[config.mk]
export PLATFORM = sky130hd
export DESIGN_NAME = timed_priority_event_queue
export DESIGN_NICKNAME = d
export VERILOG_FILES = /design/src/rtl/tpeq_pkg.sv /design/src/rtl/tpeq_ram.sv /design/src/rtl/timed_priority_event_queue.sv
export SDC_FILE = /design/constraint.sdc
export NUM_CORES = 2
export LEC_CHECK = 0
export ABC_AREA = 1
export BUFFER_PORTS_ARGS = -buffer_cell sky130_fd_sc_hd__buf_2
export CAP_MARGIN = 20
export CORE_MARGIN = 1
export CORE_UTILIZATION = 35
export DETAILED_ROUTE_END_ITERATION = 8
export PLACE_DENSITY = 0.6
export SYNTH_ARGS = -nofsm -noshare
export SYNTH_HDL_FRONTEND = slang
export SYNTH_SLANG_ARGS = --single-unit
[constraint.sdc]
create_clock -name i_clk -period 23.6 [get_ports i_clk]
set_input_delay 4.72 -clock i_clk [delete_from_list [all_inputs] [get_ports i_clk]]
set_output_delay 4.72 -clock i_clk [all_outputs]
set_load 0.02 [all_outputs]
[src/rtl/tpeq_pkg.sv]
// ----------------------------------------------------------------------------
// tpeq_pkg
// Shared types and constants of the timed priority event queue.
// ----------------------------------------------------------------------------
package tpeq_pkg;

    localparam int QUEUE_DEPTH = 32;
    localparam int TIME_BITS   = 32;
    localparam int IDX_W       = $clog2(QUEUE_DEPTH);
    localparam int CNT_W       = $clog2(QUEUE_DEPTH + 1);
    localparam int CFG_IDX_W   = 2;
    localparam int CFG_DATA_W  = 4;

    localparam logic [CNT_W-1:0] CNT_ONE  = CNT_W'(1);
    localparam logic [CNT_W-1:0] CNT_FULL = CNT_W'(QUEUE_DEPTH);

    // operation codes
    localparam logic [1:0] OP_ADD       = 2'd0;
    localparam logic [1:0] OP_GET       = 2'd1;
    localparam logic [1:0] OP_FLUSH_PND = 2'd2;
    localparam logic [1:0] OP_FLUSH_RDY = 2'd3;

    // configuration register indexes
    localparam logic [CFG_IDX_W-1:0] CFG_ALLOW_PUSH  = 2'd0;
    localparam logic [CFG_IDX_W-1:0] CFG_PUSH_KIND   = 2'd1;
    localparam logic [CFG_IDX_W-1:0] CFG_SCREEN_KIND = 2'd2;

    // one stored event
    typedef struct packed {
        logic [3:0]           ev_kind;
        logic [7:0]           ev_task;
        logic [7:0]           ev_frame;
        logic [7:0]           ev_value;
        logic [TIME_BITS-1:0] ev_trig;
    } t_evt;

    localparam int EVT_W = $bits(t_evt);

    typedef struct packed {
        logic [1:0]  operation;
        logic [3:0]  event_kind;
        logic [7:0]  scr_task;
        logic [7:0]  dest_frame;
        logic [7:0]  event_value;
        logic [31:0] trigger_time;
        logic [31:0] now_time;
    } t_in;

    typedef struct packed {
        logic        accepted;
        logic        event_valid;
        logic [3:0]  out_kind;
        logic [7:0]  out_task;
        logic [7:0]  out_frame;
        logic [7:0]  out_value;
        logic [31:0] out_trigger;
        logic [15:0] overflow_count;
        logic [5:0]  high_water;
    } t_out;

    // sequencer states
    typedef enum logic [16:0] {
        S_IDLE     = 17'h00001,
        S_SCAN     = 17'h00002,
        S_SCAN_CHK = 17'h00004,
        S_FULL_CHK = 17'h00008,
        S_INS_RD   = 17'h00010,
        S_INS_CHK  = 17'h00020,
        S_MRG_I    = 17'h00040,
        S_MRG_IW   = 17'h00080,
        S_MRG_J    = 17'h00100,
        S_MRG_JC   = 17'h00200,
        S_CMP_RD   = 17'h00400,
        S_CMP_WR   = 17'h00800,
        S_POP      = 17'h01000,
        S_POP_W    = 17'h02000,
        S_SHF_RD   = 17'h04000,
        S_SHF_WR   = 17'h08000,
        S_DONE     = 17'h10000
    } t_state;

endpackage

[src/rtl/tpeq_ram.sv]
// ----------------------------------------------------------------------------
// tpeq_ram
// Generic simple dual-port RAM: one write port, one read port, registered read.
// ----------------------------------------------------------------------------
module tpeq_ram #(
    parameter int W = 8,
    parameter int D = 32
) (
    input  logic                 i_clk,
    input  logic                 i_we,
    input  logic [$clog2(D)-1:0] i_waddr,
    input  logic [W-1:0]         i_wdata,
    input  logic [$clog2(D)-1:0] i_raddr,
    output logic [W-1:0]         o_rdata
);

    logic [W-1:0] r_mem [D];

    // write port
    always_ff @(posedge i_clk) begin
        if (i_we) begin
            r_mem[i_waddr] <= i_wdata;
        end
    end

    // registered read
    always_ff @(posedge i_clk) begin
        o_rdata <= r_mem[i_raddr];
    end

endmodule

[src/rtl/timed_priority_event_queue.sv]
// ----------------------------------------------------------------------------
// timed_priority_event_queue
// Pending table of timed events feeding a kind-sorted ready list.
// ----------------------------------------------------------------------------
// One item at a time. Add and both flushes go from idle straight to the
// output state. Get next walks all 32 pending slots through the pending RAM
// read port (a waiting slot takes an extra compare state), each released
// event is inserted by walking the ready list RAM from its tail, coalescing
// runs a pair scan over the ready list (up to about n*n/2 reads) when an
// event was released, then compaction and the head pop walk the listed
// entries through the single read port of the ready list RAM.
// Both RAMs hold their contents over reset; pending slots carry valid flops.
module timed_priority_event_queue (
    input  logic                                i_clk,
    input  logic                                i_rst_n,
    input  logic                                i_in_valid,
    output logic                                o_in_ready,
    input  tpeq_pkg::t_in                       i_in_data,
    output logic                                o_out_valid,
    input  logic                                i_out_ready,
    output tpeq_pkg::t_out                      o_out_data,
    input  logic                                i_cfg_we,
    input  logic [tpeq_pkg::CFG_IDX_W-1:0]      i_cfg_idx,
    input  logic [tpeq_pkg::CFG_DATA_W-1:0]     i_cfg_data
);

    tpeq_pkg::t_state r_state, n_state;

    logic [tpeq_pkg::QUEUE_DEPTH-1:0] r_valid, n_valid;
    logic [tpeq_pkg::QUEUE_DEPTH-1:0] r_keep, n_keep;
    logic [tpeq_pkg::CNT_W-1:0]       r_i, n_i, r_j, n_j, r_k, n_k, r_n, n_n;
    logic [tpeq_pkg::CNT_W-1:0]       r_cnt, n_cnt, r_peak, n_peak;
    logic [15:0]                      r_lost, n_lost;
    logic                             r_moved, n_moved;
    logic [tpeq_pkg::TIME_BITS-1:0]   r_now, n_now;
    tpeq_pkg::t_evt                   r_evt, n_evt, r_ei, n_ei;
    tpeq_pkg::t_out                   r_res, n_res, r_out, n_out;
    logic                             r_out_valid, n_out_valid;
    logic                             r_allow;
    logic [3:0]                       r_push_kind, r_screen_kind;

    // RAM ports
    logic                        p_we, l_we;
    logic [tpeq_pkg::IDX_W-1:0]  p_waddr, p_raddr, l_waddr, l_raddr;
    tpeq_pkg::t_evt              p_wdata, p_rdata, l_wdata, l_rdata;

    // free slot search
    logic                        free_hit;
    logic [tpeq_pkg::IDX_W-1:0]  free_idx;
    logic [tpeq_pkg::CNT_W-1:0]  free_next;
    tpeq_pkg::t_evt              in_evt;
    logic                        in_fire, refused, coalesce;

    // previous list positions
    logic [tpeq_pkg::CNT_W-1:0]  k_dec, i_dec;

    tpeq_ram #(.W(tpeq_pkg::EVT_W), .D(tpeq_pkg::QUEUE_DEPTH)) u_pend_ram (
        .i_clk   (i_clk),
        .i_we    (p_we),
        .i_waddr (p_waddr),
        .i_wdata (p_wdata),
        .i_raddr (p_raddr),
        .o_rdata (p_rdata)
    );

    tpeq_ram #(.W(tpeq_pkg::EVT_W), .D(tpeq_pkg::QUEUE_DEPTH)) u_list_ram (
        .i_clk   (i_clk),
        .i_we    (l_we),
        .i_waddr (l_waddr),
        .i_wdata (l_wdata),
        .i_raddr (l_raddr),
        .o_rdata (l_rdata)
    );

    assign o_in_ready  = (r_state == tpeq_pkg::S_IDLE);
    assign o_out_valid = r_out_valid;
    assign o_out_data  = r_out;
    assign in_fire     = i_in_valid && o_in_ready;

    assign in_evt.ev_kind  = i_in_data.event_kind;
    assign in_evt.ev_task  = i_in_data.scr_task;
    assign in_evt.ev_frame = i_in_data.dest_frame;
    assign in_evt.ev_value = i_in_data.event_value;
    assign in_evt.ev_trig  = i_in_data.trigger_time[tpeq_pkg::TIME_BITS-1:0];

    assign refused = (i_in_data.event_kind == 4'd0) ||
                     ((i_in_data.event_kind == r_push_kind) && !r_allow);

    assign k_dec = r_k - tpeq_pkg::CNT_ONE;
    assign i_dec = r_i - tpeq_pkg::CNT_ONE;

    // lowest free pending slot
    always_comb begin
        free_hit = 1'b0;
        free_idx = '0;
        for (int s = tpeq_pkg::QUEUE_DEPTH - 1; s >= 0; s--) begin
            if (!r_valid[s]) begin
                free_hit = 1'b1;
                free_idx = s[tpeq_pkg::IDX_W-1:0];
            end
        end
    end
    assign free_next = {1'b0, free_idx} + tpeq_pkg::CNT_ONE;

    // duplicate test of the later entry against the kept one
    assign coalesce = (l_rdata.ev_kind == r_ei.ev_kind) &&
                      ((r_ei.ev_kind == r_push_kind) ||
                       ((r_ei.ev_kind == r_screen_kind) &&
                        (l_rdata.ev_task == r_ei.ev_task) &&
                        (l_rdata.ev_frame == r_ei.ev_frame)));

    // sequencer
    always_comb begin
        n_state     = r_state;
        n_valid     = r_valid;
        n_keep      = r_keep;
        n_i         = r_i;
        n_j         = r_j;
        n_k         = r_k;
        n_n         = r_n;
        n_cnt       = r_cnt;
        n_peak      = r_peak;
        n_lost      = r_lost;
        n_moved     = r_moved;
        n_now       = r_now;
        n_evt       = r_evt;
        n_ei        = r_ei;
        n_res       = r_res;
        n_out       = r_out;
        n_out_valid = r_out_valid;
        p_we        = 1'b0;
        p_waddr     = free_idx;
        p_wdata     = in_evt;
        p_raddr     = r_i[tpeq_pkg::IDX_W-1:0];
        l_we        = 1'b0;
        l_waddr     = r_k[tpeq_pkg::IDX_W-1:0];
        l_wdata     = r_evt;
        l_raddr     = '0;

        if (r_out_valid && i_out_ready) begin
            n_out_valid = 1'b0;
        end

        case (r_state)
            tpeq_pkg::S_IDLE: begin
                if (in_fire) begin
                    n_res   = '0;
                    n_state = tpeq_pkg::S_DONE;
                    case (i_in_data.operation)
                        tpeq_pkg::OP_ADD: begin
                            if (!refused) begin
                                if (free_hit) begin
                                    p_we               = 1'b1;
                                    n_valid[free_idx]  = 1'b1;
                                    n_res.accepted     = 1'b1;
                                    if (free_next > r_peak) begin
                                        n_peak = free_next;
                                    end
                                end else begin
                                    n_lost = r_lost + 16'd1;
                                end
                            end
                        end
                        tpeq_pkg::OP_GET: begin
                            n_now   = i_in_data.now_time[tpeq_pkg::TIME_BITS-1:0];
                            n_i     = '0;
                            n_moved = 1'b0;
                            n_state = tpeq_pkg::S_SCAN;
                        end
                        tpeq_pkg::OP_FLUSH_PND: n_valid = '0;
                        default:                n_cnt   = '0;
                    endcase
                end
            end

            // walk pending slots in order
            tpeq_pkg::S_SCAN: begin
                if (r_i == tpeq_pkg::CNT_FULL) begin
                    if (r_cnt == '0) begin
                        n_state = tpeq_pkg::S_DONE;
                    end else if (r_moved) begin
                        n_keep  = '1;
                        n_i     = '0;
                        n_state = tpeq_pkg::S_MRG_I;
                    end else begin
                        n_state = tpeq_pkg::S_POP;
                    end
                end else if (r_valid[r_i[tpeq_pkg::IDX_W-1:0]]) begin
                    n_state = tpeq_pkg::S_SCAN_CHK;
                end else begin
                    n_i = r_i + tpeq_pkg::CNT_ONE;
                end
            end
            tpeq_pkg::S_SCAN_CHK: begin
                n_evt = p_rdata;
                if (r_now >= p_rdata.ev_trig) begin
                    if (r_cnt == tpeq_pkg::CNT_FULL) begin
                        l_raddr = '1;
                        n_state = tpeq_pkg::S_FULL_CHK;
                    end else begin
                        n_k     = r_cnt;
                        n_state = tpeq_pkg::S_INS_RD;
                    end
                end else begin
                    n_i     = r_i + tpeq_pkg::CNT_ONE;
                    n_state = tpeq_pkg::S_SCAN;
                end
            end
            // full list: enter only above the tail, which is dropped
            tpeq_pkg::S_FULL_CHK: begin
                if (l_rdata.ev_kind < r_evt.ev_kind) begin
                    n_k     = tpeq_pkg::CNT_FULL - tpeq_pkg::CNT_ONE;
                    n_cnt   = r_cnt - tpeq_pkg::CNT_ONE;
                    n_state = tpeq_pkg::S_INS_RD;
                end else begin
                    n_i     = r_i + tpeq_pkg::CNT_ONE;
                    n_state = tpeq_pkg::S_SCAN;
                end
            end
            // insertion walk from the tail toward the head
            tpeq_pkg::S_INS_RD: begin
                if (r_k == '0) begin
                    l_we                                  = 1'b1;
                    n_valid[r_i[tpeq_pkg::IDX_W-1:0]]     = 1'b0;
                    n_moved                               = 1'b1;
                    n_cnt                                 = r_cnt + tpeq_pkg::CNT_ONE;
                    n_i                                   = r_i + tpeq_pkg::CNT_ONE;
                    n_state                               = tpeq_pkg::S_SCAN;
                end else begin
                    l_raddr = k_dec[tpeq_pkg::IDX_W-1:0];
                    n_state = tpeq_pkg::S_INS_CHK;
                end
            end
            tpeq_pkg::S_INS_CHK: begin
                l_we = 1'b1;
                if (l_rdata.ev_kind < r_evt.ev_kind) begin
                    l_wdata = l_rdata;
                    n_k     = r_k - tpeq_pkg::CNT_ONE;
                    n_state = tpeq_pkg::S_INS_RD;
                end else begin
                    n_valid[r_i[tpeq_pkg::IDX_W-1:0]] = 1'b0;
                    n_moved = 1'b1;
                    n_cnt   = r_cnt + tpeq_pkg::CNT_ONE;
                    n_i     = r_i + tpeq_pkg::CNT_ONE;
                    n_state = tpeq_pkg::S_SCAN;
                end
            end

            // coalescing pair scan
            tpeq_pkg::S_MRG_I: begin
                l_raddr = r_i[tpeq_pkg::IDX_W-1:0];
                if (r_i == r_cnt) begin
                    n_i     = '0;
                    n_n     = '0;
                    n_state = tpeq_pkg::S_CMP_RD;
                end else if (r_keep[r_i[tpeq_pkg::IDX_W-1:0]]) begin
                    n_state = tpeq_pkg::S_MRG_IW;
                end else begin
                    n_i = r_i + tpeq_pkg::CNT_ONE;
                end
            end
            tpeq_pkg::S_MRG_IW: begin
                n_ei    = l_rdata;
                n_j     = r_i + tpeq_pkg::CNT_ONE;
                n_state = tpeq_pkg::S_MRG_J;
            end
            tpeq_pkg::S_MRG_J: begin
                l_raddr = r_j[tpeq_pkg::IDX_W-1:0];
                if (r_j == r_cnt) begin
                    n_i     = r_i + tpeq_pkg::CNT_ONE;
                    n_state = tpeq_pkg::S_MRG_I;
                end else if (r_keep[r_j[tpeq_pkg::IDX_W-1:0]]) begin
                    n_state = tpeq_pkg::S_MRG_JC;
                end else begin
                    n_j = r_j + tpeq_pkg::CNT_ONE;
                end
            end
            tpeq_pkg::S_MRG_JC: begin
                if (coalesce) begin
                    n_keep[r_j[tpeq_pkg::IDX_W-1:0]] = 1'b0;
                end
                n_j     = r_j + tpeq_pkg::CNT_ONE;
                n_state = tpeq_pkg::S_MRG_J;
            end

            // compaction of kept entries
            tpeq_pkg::S_CMP_RD: begin
                l_raddr = r_i[tpeq_pkg::IDX_W-1:0];
                if (r_i == r_cnt) begin
                    n_cnt   = r_n;
                    n_state = tpeq_pkg::S_POP;
                end else if (r_keep[r_i[tpeq_pkg::IDX_W-1:0]]) begin
                    n_state = tpeq_pkg::S_CMP_WR;
                end else begin
                    n_i = r_i + tpeq_pkg::CNT_ONE;
                end
            end
            tpeq_pkg::S_CMP_WR: begin
                l_we    = 1'b1;
                l_waddr = r_n[tpeq_pkg::IDX_W-1:0];
                l_wdata = l_rdata;
                n_n     = r_n + tpeq_pkg::CNT_ONE;
                n_i     = r_i + tpeq_pkg::CNT_ONE;
                n_state = tpeq_pkg::S_CMP_RD;
            end

            // head pop and shift
            tpeq_pkg::S_POP: begin
                l_raddr = '0;
                n_state = tpeq_pkg::S_POP_W;
            end
            tpeq_pkg::S_POP_W: begin
                n_res.event_valid = 1'b1;
                n_res.out_kind    = l_rdata.ev_kind;
                n_res.out_task    = l_rdata.ev_task;
                n_res.out_frame   = l_rdata.ev_frame;
                n_res.out_value   = l_rdata.ev_value;
                n_res.out_trigger = l_rdata.ev_trig;
                n_i               = tpeq_pkg::CNT_ONE;
                n_state           = tpeq_pkg::S_SHF_RD;
            end
            tpeq_pkg::S_SHF_RD: begin
                l_raddr = r_i[tpeq_pkg::IDX_W-1:0];
                if (r_i == r_cnt) begin
                    n_cnt   = r_cnt - tpeq_pkg::CNT_ONE;
                    n_state = tpeq_pkg::S_DONE;
                end else begin
                    n_state = tpeq_pkg::S_SHF_WR;
                end
            end
            tpeq_pkg::S_SHF_WR: begin
                l_we    = 1'b1;
                l_waddr = i_dec[tpeq_pkg::IDX_W-1:0];
                l_wdata = l_rdata;
                n_i     = r_i + tpeq_pkg::CNT_ONE;
                n_state = tpeq_pkg::S_SHF_RD;
            end

            // hand the item to the output register
            tpeq_pkg::S_DONE: begin
                if (!r_out_valid || i_out_ready) begin
                    n_out                = r_res;
                    n_out.overflow_count = r_lost;
                    n_out.high_water     = r_peak;
                    n_out_valid          = 1'b1;
                    n_state              = tpeq_pkg::S_IDLE;
                end
            end
            default: n_state = tpeq_pkg::S_IDLE;
        endcase
    end

    // control registers
    always_ff @(posedge i_clk) begin
        if (!i_rst_n) begin
            r_state     <= tpeq_pkg::S_IDLE;
            r_valid     <= '0;
            r_cnt       <= '0;
            r_peak      <= '0;
            r_lost      <= '0;
            r_out_valid <= 1'b0;
        end else begin
            r_state     <= n_state;
            r_valid     <= n_valid;
            r_cnt       <= n_cnt;
            r_peak      <= n_peak;
            r_lost      <= n_lost;
            r_out_valid <= n_out_valid;
        end
    end

    // working registers
    always_ff @(posedge i_clk) begin
        r_keep  <= n_keep;
        r_i     <= n_i;
        r_j     <= n_j;
        r_k     <= n_k;
        r_n     <= n_n;
        r_moved <= n_moved;
        r_now   <= n_now;
        r_evt   <= n_evt;
        r_ei    <= n_ei;
        r_res   <= n_res;
        r_out   <= n_out;
    end

    // configuration registers
    always_ff @(posedge i_clk) begin
        if (!i_rst_n) begin
            r_allow       <= 1'b0;
            r_push_kind   <= 4'd1;
            r_screen_kind <= 4'd2;
        end else if (i_cfg_we) begin
            case (i_cfg_idx)
                tpeq_pkg::CFG_ALLOW_PUSH:  r_allow       <= i_cfg_data[0];
                tpeq_pkg::CFG_PUSH_KIND:   r_push_kind   <= i_cfg_data;
                tpeq_pkg::CFG_SCREEN_KIND: r_screen_kind <= i_cfg_data;
                default: ;
            endcase
        end
    end

endmodule

==> impl_metrics.tcl <==
set metrics [dict create \
    status "finished, final reports clean" \
    core_sq_um 490000 \
    grt_first_pass_wirelength_mm 749 \
    portBuffers 190 \
    drt_iter0_markers 14100 \
    synth-seq-cells 4362 \
    die_h_um 704 \
    numCtsBuffers 436 \
    timing.fmax_mhz 119 \
    min_path_type "flip-flop to flip-flop" \
    clock-skew-final_ns 0.0894 \
    first_pass_iters 6 \
    die_w_um 704 \
    vdd_drop_max_mv 0.0942 \
    crit_chain "buf_2 > buf_4 > inv_1 > nor2_1 > nor3_1 > nand4_1 > o41ai_2 > nor4_1 > nand2_4 > buf_4 > nor2_4 > buf_4" \
    dieArea_sq_um 496000 \
    rsz0062_at_grt "no" \
    area_growth_pct 13.5 \
    seqPwrFrac_pct 42.9 \
    wirelength_mm 529 \
    crit_slowest_cell "nor2_4" \
    hold_ws_ns 0.394 \
    power_frac_comb_pct 23.8 \
    netSwitchingFraction_pct 33.3 \
    layout-drive-gt1-share_pct 9.75 \
    fillers 45000 \
    wl_met3_mm 53.5 \
    netlist_area_sq_um 173000 \
    clkSinkCount 4362 \
    arrival_ns 8.96 \
    fin_nets 13700 \
    place_congestion 0.883 \
    clk_root_buffer_cell "clkbuf_16" \
    ys_warn_count 0 \
    wl_per_cell_um 25.9 \
    grt_usage_pct 20.5 \
    grt_pass1_vias 104000 \
    cp.buffers_inverters 5 \
    start_kind "input port" \
    clk_pin_slew_ns 0.07 \
    netlist_instances 13400 \
    seq_area_frac_synth_pct 74.7 \
    vias_per_cell 5.51 \
    postSynthAreaPerCell_sq_um 12.8 \
    rows 257 \
    antenna_found_initial 61 \
    hpwl_mm 289 \
    power.density_nw_per_um2 106 \
    ant_nets 0 \
    cts_setup_buffers 0 \
    wl_met1_mm 213 \
    worst_pin_slew_ns 1.34 \
    max_stage_delay_ns 0.90 \
    cts_max_level 5 \
    insertion_delay_ns 1.04 \
    dp_slack_ns 14.24 \
    crit_path_frequent_cell "buf_4" \
    post-route-min-period_ns 8.37 \
    vias 112000 \
    fin_crit_sh_pct 35.5 \
    grt_max_degree 231 \
    path_max_fanout 37 \
    ctsLongestPathBuffers 4 \
    max-cap-violations 0 \
    maxSlewViolCount 0 \
    yosysUniqueCellTypes 57 \
    finalSetupTns_ns 0 \
    end_kind "flip-flop" \
    drcViolationCount 0 \
    synth_ff_type "edfxtp_1" \
    postSynth.asyncResetShare_pct 0 \
    cts_tree "yes" \
    power_frac_clock_pct 33.3 \
    wl_met2_mm 240 \
    synth_fp_nets 13600 \
    setup_viol 0 \
    io_pins 191 \
    top_layer "met5" \
    cp.required_ns 24.19 \
    p_int_mw 13.8 \
    holdBufCountCts 0 \
    grt_overflow_total 0 \
    leakagePower_nw 65.0 \
    synth-edff-count 4155 \
    crit_type "input port to flip-flop" \
    initial_core_util_pct 35.2 \
    setup_slack_ns 15.23 \
    slew_headroom_pct 10.5 \
    cts_resized 0 \
    hold_viol_final 0 \
    p_switching_mw 6.88 \
    crit_family "simple AND/OR/NAND/NOR gates" \
]
[registers in the layout (all words and copies together), names as in the netlist, 4 cells and up]
| name | cells |
|---|---|
| o_out_data | 84 |
| r_cnt | 6 |
| r_ei | 20 |
| r_evt | 60 |
| r_i | 6 |
| r_j | 6 |
| r_k | 6 |
| r_keep | 32 |
| r_lost | 16 |
| r_n | 6 |
| r_now | 32 |
| r_peak | 6 |
| r_push_kind | 4 |
| r_res | 62 |
| r_screen_kind | 4 |
| r_state | 17 |
| r_valid | 32 |
| u_list_ram.o_rdata | 60 |
| u_list_ram.r_mem | 1920 |
| u_pend_ram.o_rdata | 60 |
| u_pend_ram.r_mem | 1920 |
[layer usage]
layer	vias up	track usage [%]
met3	1017	4.10
met5	-	0
li1	49500	-
met2	5729	32.0
met1	56000	28.1
met4	34	8.07
[cell type report]
cell class | count | area (sq um) | area share, %
sequential | 4362 | 129000 | 65.8
multi-input combinational | 7459 | 38100 | 19.5
clock buffer | 548 | 11600 | 5.91
tap | 6475 | 8100 | 4.14
timing repair buffer | 479 | 3590 | 1.83
inverter | 754 | 2880 | 1.47
clock inverter | 261 | 2510 | 1.28
antenna | 49 | 123 | 0.0626
[power by group through the flow]
stage / Clock (mW) / Combinational [mW] / Sequential, mW
5_1_grt: 7.25 / 5.26 / 8.89
3_5_place_dp: 0 / 4.82 / 9.03
6_report: 6.89 / 4.91 / 8.87
4_1_cts: 6.96 / 4.83 / 8.87
2_1_floorplan: 0 / 2.76 / 8.97
3_3_place_gp: 0 / 4.78 / 9.03
[cells in the mapped netlist, types with 32 or more instances]
| library cell | instances | area, sq um |
|---|---|---|
| nand2_1 | 1382 | 5190 |
| edfxtp_1 | 4155 | 125000 |
| buf_2 | 222 | 1110 |
| o21ai_0 | 1299 | 6500 |
| a21oi_1 | 549 | 2750 |
| nand3_1 | 655 | 3280 |
| a221oi_1 | 165 | 1450 |
| clkbuf_1 | 590 | 2210 |
| a22o_1 | 115 | 1010 |
| or2_2 | 65 | 407 |
| o22ai_1 | 482 | 3020 |
| o31ai_1 | 121 | 908 |
| o211ai_1 | 307 | 2300 |
| nor3_1 | 36 | 180 |
| ha_1 | 61 | 763 |
| o21ai_1 | 300 | 1500 |
| nor2_1 | 1729 | 6490 |
| dfxtp_1 | 207 | 4140 |
| buf_1 | 32 | 120 |
| inv_1 | 721 | 2710 |
[per-stage QoR]
| stage | std cells | power, mW | utilization, % | instance area (sq um) |
|---|---|---|---|---|
| floorplan | 13400 | 11.7 | - | 173000 |
| global placement | 19500 | 13.8 | 36.9 | 181000 |
| detailed placement | 19500 | 13.9 | 36.9 | 181000 |
| CTS | 20300 | 20.7 | 39.8 | 195000 |
| global route | 20300 | 21.4 | 39.9 | 196000 |
| finish | 20400 | 20.7 | 39.9 | 196000 |
[cells in the final DEF (no fill, tap or decap), types with 115 or more instances in the layout]
cell,n
o31ai_1,121
dfxtp_1,207
clkbuf_16,439
buf_2,190
nand2_1,1377
nand3_1,654
o21ai_0,1239
o211ai_1,307
a21oi_1,549
inv_1,717
buf_4,243
nor2_1,1653
a221oi_1,164
o22ai_1,482
o21ai_1,327
a22o_1,115
edfxtp_1,4155
[cell families (layout without fill, tap and decap cells)]
| group | after synthesis | in the layout | synth area share, % |
|---|---|---|---|
| simple gates | 3952 | 3952 | 9.39 |
| buf+inv | 1613 | 2042 | 3.70 |
| other cells | 0 | 49 | 0 |
| compound gates | 3401 | 3401 | 11.5 |
| fa+ha+maj | 62 | 62 | 0.454 |
| mux | 1 | 1 | 0.00580 |
| flops | 4362 | 4362 | 74.7 |
| xor+xnor | 43 | 43 | 0.218 |
[worst paths after layout]
check	to	cells after the start	slack, ns	start
setup / recovery	u_pend_ram.r_mem[26][4]	12	15.23	i_in_data[91]
hold / removal	r_evt[35]	0	0.39	u_pend_ram.o_rdata[35]
hold reg to reg	r_evt[35]	0	0.39	u_pend_ram.o_rdata[35]
setup reg to reg	u_list_ram.o_rdata[48]	28	16.35	r_now[0]
No activity file was read; power rests on OpenSTA's default activity.
